### config.mk
export PLATFORM = sky130hd
export DESIGN_NAME = bsa_ctrl
export DESIGN_NICKNAME = d
export VERILOG_FILES = /design/src/rtl/bsa_pkg.sv /design/src/rtl/bsa_ctrl.sv
export SDC_FILE = /design/constraint.sdc
export NUM_CORES = 1
export LEC_CHECK = 0
export BUFFER_PORTS_ARGS = -buffer_cell sky130_fd_sc_hd__buf_2
export CAP_MARGIN = 20
export CELL_PAD_IN_SITES_DETAIL_PLACEMENT = 0
export CELL_PAD_IN_SITES_GLOBAL_PLACEMENT = 2
export CORE_UTILIZATION = 30
export CTS_BUF_LIST = sky130_fd_sc_hd__clkbuf_8
export CTS_CLUSTER_DIAMETER = 150
export DETAILED_ROUTE_END_ITERATION = 6
export GPL_ROUTABILITY_DRIVEN = 0
export PLACE_DENSITY_LB_ADDON = 0.12
export REMOVE_ABC_BUFFERS = 1
export SYNTH_ARGS = -nofsm -noshare
export SYNTH_HDL_FRONTEND = slang
export SYNTH_SLANG_ARGS = --single-unit
### constraint.sdc
create_clock -name clk -period 2.7 [get_ports clk]
set_input_delay 0 -clock clk [delete_from_list [all_inputs] [get_ports clk]]
set_output_delay 0 -clock clk [all_outputs]
set_load 0.02 [all_outputs]
### src/rtl/bsa_pkg.sv
// ============================================================================
// bsa_pkg
// Shared types and constants for the bitmap slot allocator with body lookup.
// ============================================================================
package bsa_pkg;

    localparam int SLOTS     = 2048;
    localparam int SLOT_BITS = $clog2(SLOTS);
    localparam int KIND_BITS = 3;
    localparam int BODY_BITS = 16;
    localparam int OP_BITS   = 3;

    localparam logic [SLOT_BITS-1:0] LAST_SLOT  = SLOT_BITS'(SLOTS - 1);
    localparam logic [SLOT_BITS-1:0] FIRST_SLOT = SLOT_BITS'(1);

    typedef enum logic [OP_BITS-1:0] {
        OP_ALLOC = 3'd0,
        OP_FREE  = 3'd1,
        OP_QUERY = 3'd2,
        OP_FIND  = 3'd3,
        OP_CLEAR = 3'd4
    } op_t;

    typedef enum logic [2:0] {
        ST_WIPE,
        ST_IDLE,
        ST_SCAN,
        ST_QUERY,
        ST_DONE
    } state_t;

    typedef struct packed {
        logic                 active;
        logic [KIND_BITS-1:0] kind;
        logic [BODY_BITS-1:0] body;
    } entry_t;

    typedef struct packed {
        logic                 we;
        logic [SLOT_BITS-1:0] waddr;
        entry_t               wdata;
        logic                 re;
        logic [SLOT_BITS-1:0] raddr;
    } mem_req_t;

    typedef struct packed {
        logic [SLOT_BITS-1:0] slot;
        logic                 ok;
        logic                 active;
        logic [KIND_BITS-1:0] kind;
        logic [BODY_BITS-1:0] body;
    } result_t;

endpackage

### src/rtl/bsa_ctrl.sv
// ============================================================================
// bsa_ctrl
// Sequencer that drives the slot scan unit: one slot address per cycle for
// allocate, find and clear, plus single accesses for free and query.
// ============================================================================
module bsa_ctrl (
    input  logic                            clk,
    input  logic                            rst_n,
    input  logic                            in_valid,
    output logic                            in_ready,
    input  logic [bsa_pkg::OP_BITS-1:0]     op,
    input  logic [bsa_pkg::SLOT_BITS-1:0]   slot_id,
    input  logic [bsa_pkg::KIND_BITS-1:0]   kind_in,
    input  logic [bsa_pkg::BODY_BITS-1:0]   body_in,
    output bsa_pkg::mem_req_t               mem_req,
    input  bsa_pkg::entry_t                 rd_data,
    output logic                            res_valid,
    input  logic                            res_ready,
    output bsa_pkg::result_t                res
);

    bsa_pkg::state_t                 state_reg, state_next;
    logic [bsa_pkg::SLOT_BITS-1:0]   issue_reg, issue_next;
    logic                            issue_done_reg, issue_done_next;
    logic                            chk_vld_reg, chk_vld_next;
    logic [bsa_pkg::SLOT_BITS-1:0]   chk_slot_reg, chk_slot_next;
    logic                            wipe_res_reg, wipe_res_next;
    bsa_pkg::op_t                    op_reg, op_next;
    logic [bsa_pkg::KIND_BITS-1:0]   kind_reg, kind_next;
    logic [bsa_pkg::BODY_BITS-1:0]   body_reg, body_next;
    bsa_pkg::result_t                res_reg, res_next;
    logic                            hit;

    always_ff @(posedge clk or negedge rst_n)
    begin
        if (!rst_n)
        begin
            state_reg      <= bsa_pkg::ST_WIPE;
            issue_reg      <= '0;
            issue_done_reg <= 1'b0;
            chk_vld_reg    <= 1'b0;
            wipe_res_reg   <= 1'b0;
        end
        else
        begin
            state_reg      <= state_next;
            issue_reg      <= issue_next;
            issue_done_reg <= issue_done_next;
            chk_vld_reg    <= chk_vld_next;
            wipe_res_reg   <= wipe_res_next;
        end
    end

    always_ff @(posedge clk)
    begin
        chk_slot_reg <= chk_slot_next;
        op_reg       <= op_next;
        kind_reg     <= kind_next;
        body_reg     <= body_next;
        res_reg      <= res_next;
    end

    // A checked slot hits on a free entry for allocate, on a body match for find.
    assign hit = chk_vld_reg && ((op_reg == bsa_pkg::OP_ALLOC) ? !rd_data.active
                                                               : (rd_data.body == body_reg));

    always_comb
    begin
        state_next      = state_reg;
        issue_next      = issue_reg;
        issue_done_next = issue_done_reg;
        chk_vld_next    = 1'b0;
        chk_slot_next   = chk_slot_reg;
        wipe_res_next   = wipe_res_reg;
        op_next         = op_reg;
        kind_next       = kind_reg;
        body_next       = body_reg;
        res_next        = res_reg;
        mem_req         = '0;
        in_ready        = 1'b0;
        res_valid       = 1'b0;

        unique case (state_reg)
            bsa_pkg::ST_WIPE:
            begin
                mem_req.we    = 1'b1;
                mem_req.waddr = issue_reg;
                issue_next    = issue_reg + 1'b1;
                if (issue_reg == bsa_pkg::LAST_SLOT)
                begin
                    res_next   = '0;
                    state_next = wipe_res_reg ? bsa_pkg::ST_DONE : bsa_pkg::ST_IDLE;
                end
            end

            bsa_pkg::ST_IDLE:
            begin
                in_ready = 1'b1;
                if (in_valid)
                begin
                    op_next         = bsa_pkg::op_t'(op);
                    kind_next       = kind_in;
                    body_next       = body_in;
                    res_next        = '0;
                    issue_next      = bsa_pkg::FIRST_SLOT;
                    issue_done_next = 1'b0;
                    unique case (bsa_pkg::op_t'(op))
                        bsa_pkg::OP_ALLOC:
                        begin
                            state_next = bsa_pkg::ST_SCAN;
                        end
                        bsa_pkg::OP_FIND:
                        begin
                            // Body id zero never matches anything.
                            state_next = (body_in == '0) ? bsa_pkg::ST_DONE
                                                         : bsa_pkg::ST_SCAN;
                        end
                        bsa_pkg::OP_FREE:
                        begin
                            mem_req.we    = (slot_id != '0);
                            mem_req.waddr = slot_id;
                            state_next    = bsa_pkg::ST_DONE;
                        end
                        bsa_pkg::OP_QUERY:
                        begin
                            mem_req.re    = 1'b1;
                            mem_req.raddr = slot_id;
                            state_next    = bsa_pkg::ST_QUERY;
                        end
                        bsa_pkg::OP_CLEAR:
                        begin
                            wipe_res_next = 1'b1;
                            state_next    = bsa_pkg::ST_WIPE;
                        end
                        default:
                        begin
                            state_next = bsa_pkg::ST_DONE;
                        end
                    endcase
                end
            end

            bsa_pkg::ST_QUERY:
            begin
                res_next.active = rd_data.active;
                res_next.kind   = rd_data.kind;
                res_next.body   = rd_data.body;
                state_next      = bsa_pkg::ST_DONE;
            end

            bsa_pkg::ST_SCAN:
            begin
                if (hit)
                begin
                    res_next.slot = chk_slot_reg;
                    res_next.ok   = 1'b1;
                    if (op_reg == bsa_pkg::OP_ALLOC)
                    begin
                        mem_req.we           = 1'b1;
                        mem_req.waddr        = chk_slot_reg;
                        mem_req.wdata.active = 1'b1;
                        mem_req.wdata.kind   = kind_reg;
                        mem_req.wdata.body   = body_reg;
                    end
                    state_next = bsa_pkg::ST_DONE;
                end
                else if (issue_done_reg && !chk_vld_reg)
                begin
                    state_next = bsa_pkg::ST_DONE;
                end
                else if (!issue_done_reg)
                begin
                    mem_req.re      = 1'b1;
                    mem_req.raddr   = issue_reg;
                    chk_vld_next    = 1'b1;
                    chk_slot_next   = issue_reg;
                    issue_next      = issue_reg + 1'b1;
                    issue_done_next = (issue_reg == bsa_pkg::LAST_SLOT);
                end
            end

            bsa_pkg::ST_DONE:
            begin
                res_valid = 1'b1;
                if (res_ready)
                begin
                    wipe_res_next = 1'b0;
                    state_next    = bsa_pkg::ST_IDLE;
                end
            end

            default:
            begin
                state_next = bsa_pkg::ST_IDLE;
            end
        endcase
    end

    assign res = res_reg;

endmodule

Yosys cells after proc, flatten, opt, wreduce, memory -nomap -nowiden
Cells that the tools add are included.
- flip-flop bits (word level): 82
- input bits: 57
- output and inout port bits: 78
- add/subtract/negate cells: 1
- eq/ne operators: 19
- mux-type cells: 47
- bitwise operators: 3
- reduce and logical (&&, ||, !) cells: 21
- operators with widths (operator ; count):
    $mux W32 ; 4
    $mux W12 ; 8
    $pmux W12 S3 ; 2
    $pmux W20 S3 ; 1
    $mux W11 ; 4
    $pmux W11 S3 ; 1
    $pmux W12 S2 ; 1
    $mux W3 ; 7
    $mux W20 ; 1
    $reduce_and A4 Y1 ; 5
    $eq A16 B16 Y1 ; 1
    $logic_not A16 Y1 ; 1
    $pmux W3 S5 ; 1
    $mux W1 ; 14
    $ne A2 B2 Y1 const B ; 7
    $eq A3 B2 Y1 const B ; 4
    $pmux W3 S4 ; 1
    $add A11 B1 Y11 const B ; 1
    $eq A11 B11 Y1 const B ; 1
    $reduce_bool A11 Y1 ; 1
    $logic_not A3 Y1 ; 3
    $eq A3 B1 Y1 const B ; 2
    $eq A3 B3 Y1 const B ; 2
    $reduce_bool A3 Y1 ; 2
    other kinds (10) ; 16

Longest topological paths before layout
Gate-level depths: netlist (run 1).
- word-level depth: 5
- gate-level depth with buffers: 7
- mapped depth without buffers: 7

Least setup slack after synthesis (run 1)
Ideal clock, no wire load.
- path type: register to register
- start point: register issue_reg[0] (netlist name)
- end point: register res_reg, in the netlist res[0], enable pin
- setup time: 0.404 ns
- arrival time: 2.473 ns
- required time: 2.296 ns
- slack: -0.176 ns
- stages on the path, launching flop included: 7
- path buffers: 0
- path through: dfrtp_1 > ha_1 > and2_1 > and4_1 > and4_1 > nand2_1 > a21oi_1
- word-level cells in the longest chain between the ends: 3
- ends and longest elaborated chain (what ; line ; text):
    start, declared ; bsa_ctrl.sv:23 ; logic [bsa_pkg::SLOT_BITS-1:0] issue_reg, issue_next;
    start signal, assigned ; bsa_ctrl.sv:47 ; issue_reg <= issue_next;
    $eq A11 B11 Y1 ; bsa_ctrl.sv:89 ; if (issue_reg == bsa_pkg::LAST_SLOT)
    $ne A2 B2 Y1 (no line) ; - ;
    $reduce_and A3 Y1 (no line) ; - ;
    end signal, assigned ; bsa_ctrl.sv:60 ; res_reg <= res_next;
    end, declared ; bsa_ctrl.sv:31 ; bsa_pkg::result_t res_reg, res_next;
No other way between the ends.
A chain may end at the register's enable or synchronous reset.

Worst setup path after layout (run 1)
- start point: register issue_reg[0] (netlist name)
- end point: register res_reg, in the netlist res[21], enable pin
- word-level cells in the longest chain between the ends: 3
- ends and longest elaborated chain (what ; line):
    $eq A11 B11 Y1 ; bsa_ctrl.sv:89
    $ne A2 B2 Y1 (no line) ; -
    $reduce_and A4 Y1 (no line) ; -
No other way between the ends.

==> impl_metrics.json, run 1 <==
{
  "totalWireLength_um": 11910,
  "p_leak_nw": 2.461,
  "drv_slew": 0,
  "cts-root-buf": "clkbuf_8",
  "synth-async-reset-ratio": 0.2073,
  "ant_nets": 0,
  "io_pins": 135,
  "clk_latency_ns": 0.37,
  "ys_seq_elements": 82,
  "grt_usage": 0.1705,
  "vias_per_cell": 4.750,
  "die-area_um2": 14190,
  "rrSetupSlack_ns": 0.23,
  "crit_family": "simple AND/OR/NAND/NOR gates",
  "clockPowerShare": 0.185,
  "ys_seq_area_frac": 0.5775,
  "grt_pass1_vias": 3213,
  "fin_skew_ns": 0.009539,
  "dp.cells": 646,
  "synth_cell_types": 56,
  "setup_viol": 0,
  "dp_slack_ns": 0.2419,
  "cts_tree": "built",
  "cts_buffer_depth": 2,
  "htree_levels": 3,
  "antenna_cells": 0,
  "rows": 42,
  "ir_drop_v": 0.0003887,
  "clkSinkCount": 82,
  "maxCapViolations": 0,
  "core_area_um2": 13300,
  "yosys_warnings": 0,
  "io_buffers": 134,
  "hp-class": "primary input to register",
  "synth_common_cells": "65 x edfxtp_1, 32 x and2_1, 32 x nand2_1",
  "power_switching_w": 0.001949,
  "yosysMostFrequentCell": "edfxtp_1",
  "combPwrFrac": 0.413,
  "grt_max_degree": 34,
  "final_nets": 582,
  "synth_area_per_cell_um2": 12.07,
  "largest_reg_flops": 32,
  "path_buf_inv": 1,
  "synth_enable_flop_cells": 65,
  "first_pass_iters": 4,
  "fmax_ghz": 0.4041,
  "dp_hpwl_um": 8739,
  "critPathKind": "register to register",
  "r2r_end": "res[21]",
  "drtIter0Drc": 150,
  "wl_per_cell_um": 16.89,
  "min_delay_path_depth": 3,
  "pwr-share-seq": 0.402,
  "hp-start": "in_valid",
  "finalCriticalPeriod_ns": 2.474,
  "start_util": 0.3096,
  "rsz0062_at_grt": "no",
  "reg2reg_depth": 7,
  "syn_area_um2": 4116,
  "final_cells": 705,
  "grt_first_pass_wirelength_um": 17930,
  "internal_power_w": 0.002905,
  "grt_antenna_before_repair": 0,
  "worst_slack_ns": 0.2256,
  "die_w_um": 119.1,
  "status": "complete, no violations",
  "reg2reg_from": "issue_reg[0]",
  "final_layout_size_suffix_gt1_frac": 0.3629,
  "grt_overflow": 0,
  "area_delta_synth_final_pct": 37.29,
  "dieHeight_um": 119.1,
  "cp_max_fo": 12,
  "switching_share": 0.4015,
  "cts_setup_buffers": 0,
  "routed-via-count": 3349,
  "remaining_drc_errors": 0,
  "synthTopCellsByArea": "edfxtp_1 47%, dfrtp_1 10%, and2_1 4.9%",
  "path_cells": "ha_1, and2_1, and4_1, and4_1, o21ai_1, a211oi_2, buf_4",
  "tightestPinTransition_ns": 1.005,
  "hold-path-endpoint": "state_reg[1]",
  "critPathRequiredTime_ns": 2.77,
  "synth_top_cell_area_share": 0.4742,
  "synthCells": 341,
  "clk_pin_slew_ns": 0.08,
  "hold_viol": 0,
  "cp_slowest_stage_delay_ns": 0.50,
  "cts_made_buffers": 9,
  "crit_path_frequent_cell": "and4_1",
  "period_share": 0.9165,
  "synth_top_area_cell": "edfxtp_1",
  "start_kind": "register",
  "worst_setup_path_end_kind": "register",
  "slew_headroom": 0.3272,
  "p_per_area_nw_per_um2": 858.9,
  "ys.flop_type": "edfxtp_1",
  "cp.arrival_ns": 2.54,
  "cp_slowest_cell": "dfrtp_1"
}
-- per-layer routing --
layer	track usage	routed length, um	vias to the layer above
met3	0.04693	810	10
met5	0	0	-
met4	0.05380	150	0
met2	0.2751	5716	133
met1	0.2208	5228	1573
li1	-	-	1633
-- what timing repair did --
action,CTS,global route
endpoints found under the hold margin,60,0
resized for setup,0,0
setup endpoints to repair,0,0
hold buffers,43,0
-- logic make-up (layout without fill, tap and decap cells) --
logic type      Yosys count  in the layout  synth area share
compound gates           67             67            0.1337
xor+xnor                 16             16           0.03404
fa+ha+maj                 1              1          0.003039
buf+inv                  27            215           0.03587
flops                    82             82            0.5775
mux                       2              2          0.007902
simple gates            146            146            0.2079
-- cell usage in the layout (no fill, tap or decap), types with 3 or more instances in the layout --
cell type | Yosys | final
o41ai_2 | 5 | 5
nand2b_1 | 6 | 6
o22ai_1 | 3 | 3
inv_1 | 5 | 7
o21ai_2 | 4 | 4
dlygate4sd3_1 | 0 | 43
dfrtp_1 | 17 | 17
a21oi_1 | 6 | 5
nor3_1 | 4 | 4
nor4_2 | 4 | 4
nor2_1 | 18 | 18
clkbuf_8 | 1 | 10
nand3_1 | 7 | 7
buf_2 | 4 | 134
o21ai_0 | 4 | 4
o31ai_1 | 9 | 9
nand2_1 | 32 | 32
a22oi_1 | 11 | 11
xor2_1 | 16 | 16
buf_4 | 1 | 14
edfxtp_1 | 65 | 65
a22o_1 | 12 | 12
nor4_1 | 7 | 7
and3_1 | 21 | 21
and2_1 | 32 | 32
-- power groups by stage --
stage | clock, W | combinational [W] | sequential (W)
2_1_floorplan | 0 | 0.00111 | 0.00205
3_3_place_gp | 0 | 0.00198 | 0.00197
3_5_place_dp | 0 | 0.00197 | 0.00198
4_1_cts | 0.000937 | 0.00203 | 0.00195
5_1_grt | 0.000977 | 0.00217 | 0.00199
6_report | 0.000900 | 0.00200 | 0.00195
-- area by class of cell --
type                            count  area (um^2)
Fill cell                        1328         7644
Sequential cell                    82         2377
Multi-Input combinational cell    232         1607
Timing Repair Buffer              192         1226
Tap cell                          176        220.2
Clock buffer                       10        137.6
Clock inverter                      6        57.56
Inverter                            7        26.28
-- metrics by stage --
step / cell area (um^2) / hold slack, ns / TNS, ns / power, W / util
after CTS: 5652 / 0.04214 / 0 / 0.004913 / 0.4251
after global routing: 5652 / 0.07658 / 0 / 0.005136 / 0.4251
after detailed placement: 5026 / -0.03160 / 0 / 0.003950 / 0.3780
after floorplan: 3995 / -0.2956 / -5.520 / 0.003159 / -
final: 5652 / 0.05780 / 0 / 0.004854 / 0.4251
after global placement: 5026 / -0.03668 / 0 / 0.003951 / 0.3780
-- worst register-to-register path: stages, from the launching register on --
cell and delay, ns:
dfrtp_1 0.50, ha_1 0.24, and2_1 0.21, and4_1 0.31, and4_1 0.33, o21ai_1 0.10
a211oi_2 0.23, buf_4 0.25
-- how the worst max path moves through the flow --
stage | start | end | slack (ns) | cells past startpoint
global route | issue_reg[0] | res[25] | 0.05 | 7
detailed placement | issue_reg[0] | res[20] | 0.24 | 7
finish | issue_reg[0] | res[21] | 0.23 | 7
floorplan | issue_reg[0] | res[0] | -0.18 | 6
global placement | issue_reg[0] | res[21] | 0.31 | 7
CTS | issue_reg[0] | res[21] | 0.22 | 7
No activity file was read; power rests on OpenSTA's default activity.
==> inputs of run 2 (changes only) <==
- SETUP_SLACK_MARGIN: default -> 0.3
==> run 2 against run 1 <==
  * Maximum frequency is 9.1% higher
  * Largest cell class unchanged
  * Design area up 0.95%
  * Critical endpoint unchanged
  * Sequential cell count stayed put
  * Final cell count grew 0.71%
  * Global-route usage about the same
  * Routed wire length grew 0.60%
  * Clock skew is essentially flat
  * Sequential share of layout area shrank 0.33 points
==> impl_metrics.json, run 2 (synthesis gave the netlist of run 1 again) <==
{
  "status": "complete, no violations",
  "htree_levels": 3,
  "dp_hpwl_um": 8739,
  "rrSetupSlack_ns": 0.43,
  "p_per_area_nw_per_um2": 860.8,
  "totalWireLength_um": 11980,
  "min_delay_path_depth": 3,
  "hp-start": "in_valid",
  "grt_pass1_vias": 3220,
  "area_delta_synth_final_pct": 38.60,
  "io_buffers": 134,
  "tightestPinTransition_ns": 1.012,
  "final_cells": 710,
  "remaining_drc_errors": 0,
  "vias_per_cell": 4.697,
  "first_pass_iters": 4,
  "cts_tree": "built",
  "grt_usage": 0.1708,
  "setup_viol": 0,
  "cts_buffer_depth": 2,
  "critPathKind": "register to register",
  "layout_common_cells": "134 x buf_2, 65 x edfxtp_1, 43 x dlygate4sd3_1, 32 x nand2_1, 32 x and2_1",
  "cts-root-buf": "clkbuf_8",
  "io_pins": 135,
  "ant_nets": 0,
  "ir_drop_v": 0.0003860,
  "routed-via-count": 3335,
  "cp_max_fo": 12,
  "reg2reg_depth": 7,
  "grt_overflow": 0,
  "dieHeight_um": 119.1,
  "wl_per_cell_um": 16.87,
  "final_nets": 587,
  "rsz0062_at_grt": "yes",
  "dp.cells": 646,
  "hp-class": "primary input to register",
  "die-area_um2": 14190,
  "layout_commonest_cell": "buf_2",
  "maxCapViolations": 0,
  "drtIter0Drc": 171,
  "fin_skew_ns": 0.009251,
  "worst_setup_path_end_kind": "register",
  "start_kind": "register",
  "clk_pin_slew_ns": 0.08,
  "core_area_um2": 13300,
  "fin_setup_tns_ns": 0,
  "r2r_end": "res[21]",
  "clk_latency_ns": 0.37,
  "critPathRequiredTime_ns": 2.78,
  "fmax_ghz": 0.4411,
  "reg2reg_from": "issue_reg[1]",
  "cp.arrival_ns": 2.34,
  "cts_made_buffers": 9,
  "grt_max_degree": 34,
  "largest_reg_flops": 32,
  "die_w_um": 119.1,
  "finalPower_w": 0.004912,
  "final_layout_size_suffix_gt1_frac": 0.3783,
  "grt_first_pass_wirelength_um": 17970,
  "hold_viol": 0,
  "rows": 42,
  "drv_slew": 0,
  "grt_antenna_before_repair": 0,
  "finalCriticalPeriod_ns": 2.267,
  "start_util": 0.3096,
  "clkSinkCount": 82,
  "p_leak_nw": 2.482,
  "hold-path-endpoint": "state_reg[1]",
  "slew_headroom": 0.3231,
  "antenna_cells": 0,
  "period_share": 0.8397
}
## run 2: layout make-up
cell class | count | area (um^2)
Inverter | 7 | 28.78
Clock inverter | 6 | 57.56
Fill cell | 1323 | 7590
Timing Repair Buffer | 197 | 1271
Tap cell | 176 | 220.2
Sequential cell | 82 | 2381
Multi-Input combinational cell | 232 | 1609
Clock buffer | 10 | 137.6
## run 2: through the flow
stage	area [um^2]	util	hold WS, ns	setup WS [ns]
after floorplan	3995	-	-0.2956	-0.1763
after global placement	5026	0.3780	-0.03668	0.3112
after detailed placement	5026	0.3780	-0.03160	0.2419
after CTS	5670	0.4265	0.04211	0.3014
after global routing	5705	0.4291	0.07291	0.2655
final	5705	0.4291	0.05148	0.4328
## run 2: repair_timing
| item | in CTS | in global routing |
|---|---|---|
| setup buffers | 2 | 3 |
| pin swaps | 2 | 0 |
| endpoints found under the hold margin | 60 | 0 |
| gates resized for setup | 2 | 6 |
| endpoints found under the setup margin | 34 | 55 |
| hold buffers | 43 | 0 |
## run 2: worst max path at each step
stage	cells past startpoint	startpoint	endpoint	slack, ns
after floorplan	6	issue_reg[0]	res[0]	-0.18
after global placement	7	issue_reg[0]	res[21]	0.31
after detailed placement	7	issue_reg[0]	res[20]	0.24
after CTS	7	issue_reg[1]	res[21]	0.30
after global routing	8	body_reg[7]	mem_req[11]	0.27
final	7	issue_reg[1]	res[21]	0.43
## run 2: per-layer routing
layer | wire (um) | global-route usage
met1 | 5452 | 0.2211
met2 | 5752 | 0.2758
met3 | 622 | 0.04693
met4 | 150 | 0.05380
met5 | 0 | 0
## run 2: critical path, stage by stage (launching register included)
cell,delay (ns)
dfrtp_2,0.42
ha_1,0.20
and2_1,0.21
and4_2,0.30
and4_2,0.30
o21ai_1,0.09
a211oi_2,0.25
buf_6,0.21
## run 2: power breakdown
group	internal (W)	switching, W
clock network	0.000446	0.000457
registers	0.00172	0.000223
logic	0.000781	0.00128
==> inputs of run 3 (changes only) <==
- CORE_UTILIZATION: 30 -> 33
- clock period: 2.7 -> 2.25 ns (I/O delays scaled with it)
==> run 3 against run 2 <==
  * The flow now finishes with violations (negative setup slack)
  * Critical path depth up 2
  * First-iteration DRC count up 9.4%
  * Sequential cell count unchanged
  * Non-clock buffer count up 48
  * Clock skew up 0.0060 ns
  * Largest cell class unchanged
  * Combinational power up 70%
  * Routed wire length up 11%
  * Worst setup slack worse by 0.58 ns
==> impl_metrics.json, run 3 (synthesis gave the netlist of run 1 again) <==
{
  "vias_per_cell": 4.969,
  "worst_slack_ns": -0.1425,
  "dp_hpwl_um": 8297,
  "cts-root-buf": "clkbuf_8",
  "cp.arrival_ns": 2.39,
  "drv_slew": 0,
  "grt_pass1_vias": 3789,
  "dp_slack_ns": 0.01782,
  "ir_drop_v": 0.0004574,
  "p_leak_nw": 2.892,
  "clk_pin_slew_ns": 0.10,
  "grt_first_pass_wirelength_um": 20240,
  "grt_max_degree": 23,
  "ant_nets": 0,
  "clkSinkCount": 82,
  "hold_viol": 0,
  "grt_overflow": 0,
  "cts_tree": "built",
  "totalWireLength_um": 13280,
  "violations": "negative setup slack",
  "largest_reg_flops": 32,
  "antenna_cells": 0,
  "cts_buffer_depth": 2,
  "worst_setup_path_end_kind": "primary output",
  "finalCriticalPeriod_ns": 2.392,
  "remaining_drc_errors": 0,
  "hold_slack_ns": 0.1002,
  "first_pass_iters": 4,
  "slew_headroom": 0.7131,
  "layout_common_cells": "94 x buf_2, 65 x edfxtp_1, 58 x buf_6, 43 x dlygate4sd3_1, 38 x buf_4",
  "wl_per_cell_um": 17.66,
  "design_area_um2": 6897,
  "layout_commonest_cell": "buf_2",
  "setup_viol": 12,
  "die_w_um": 113.7,
  "grt_usage": 0.2070,
  "clk_latency_ns": 0.36,
  "rsz0062_at_grt": "yes",
  "fmax_ghz": 0.4180,
  "dpl-instance-area_um2": 5106,
  "core_area_um2": 12060,
  "final_layout_size_suffix_gt1_frac": 0.5394,
  "start_util": 0.3413,
  "die-area_um2": 12920,
  "period_share": 1.063,
  "drtIter0Drc": 187,
  "io_pins": 135,
  "cts_made_buffers": 9,
  "area_delta_synth_final_pct": 67.54,
  "hp-class": "primary input to asynchronous set/reset pin",
  "cp_max_fo": 6,
  "critPathKind": "register to primary output",
  "rows": 40,
  "fin_setup_tns_ns": -1.542,
  "status": "complete, but fails checks",
  "maxCapViolations": 0,
  "htree_levels": 3,
  "dieHeight_um": 113.7,
  "io_buffers": 134,
  "grt_antenna_before_repair": 0,
  "p_per_area_nw_per_um2": 998.6,
  "fin_skew_ns": 0.01522,
  "critPathRequiredTime_ns": 2.25,
  "tightestPinTransition_ns": 0.4304,
  "routed-via-count": 3737,
  "start_kind": "register",
  "final_nets": 637
}
## run 3: report_power, final
group / total [W] / switching [W] / internal [W] / leakage, nW
clock: 0.00114 / 0.000604 / 0.000533 / 0.0988
combinational: 0.00351 / 0.00196 / 0.00155 / 1.97
sequential: 0.00224 / 0.000177 / 0.00206 / 0.820
total: 0.00689 / 0.00274 / 0.00414 / 2.89
## run 3: layer usage
metal,share of wire,global-route usage,up-vias
met4,0.013,0.05614,0
met1,0.44,0.2688,1878
li1,-,-,1751
met2,0.50,0.3480,96
met5,0,0,-
met3,0.044,0.04623,12
## run 3: through the flow
step | util | power (W) | instances
after detailed placement | 0.4233 | 0.004829 | 650
final | 0.5718 | 0.006887 | 752
after global routing | 0.5718 | 0.007228 | 752
after floorplan | - | 0.003791 | 321
after global placement | 0.4233 | 0.004816 | 650
after CTS | 0.5503 | 0.006720 | 738
## run 3: repair_timing
item	4_1_cts	5_1_grt
setup endpoints to repair	98	99
endpoints found under the hold margin	60	0
hold buffers	43	0
pin swaps	52	28
cloned	8	3
setup buffers	21	10
gates resized for setup	167	32
## run 3: worst paths after layout
check	slack (ns)	from	depth (start not counted)	to
max in group asynchronous	1.81	rst_n	2	state_reg[0]
max reg2reg	0.05	body_reg[7]	8	res[22]
min reg2reg	0.54	wipe_res_reg	1	wipe_res_reg
min in group clk	0.12	rd_data[19]	3	res[19]
min	0.10	rst_n	2	issue_reg[0]
max	-0.14	body_reg[7]	9	mem_req[9]
## run 3: cell type report
type	instances	area, um^2
clock buffers	9	123.9
clock inverters	7	82.58
fillers	1032	5165
inverters	7	40.04
multi-input cells	233	1961
flip-flops and latches	82	2379
well taps	168	210.2
repair buffers	245	2095
repair inverters	1	6.256
## run 3: critical path, cell delays in order, from the launching register on
cell and delay [ns]:
edfxtp_1 0.40, xor2_1 0.16, nor4_2 0.36, nand4_1 0.20
a21oi_2 0.21, buf_4 0.14, nor3_2 0.05, buf_4 0.18
a22o_1 0.18, buf_2 0.16
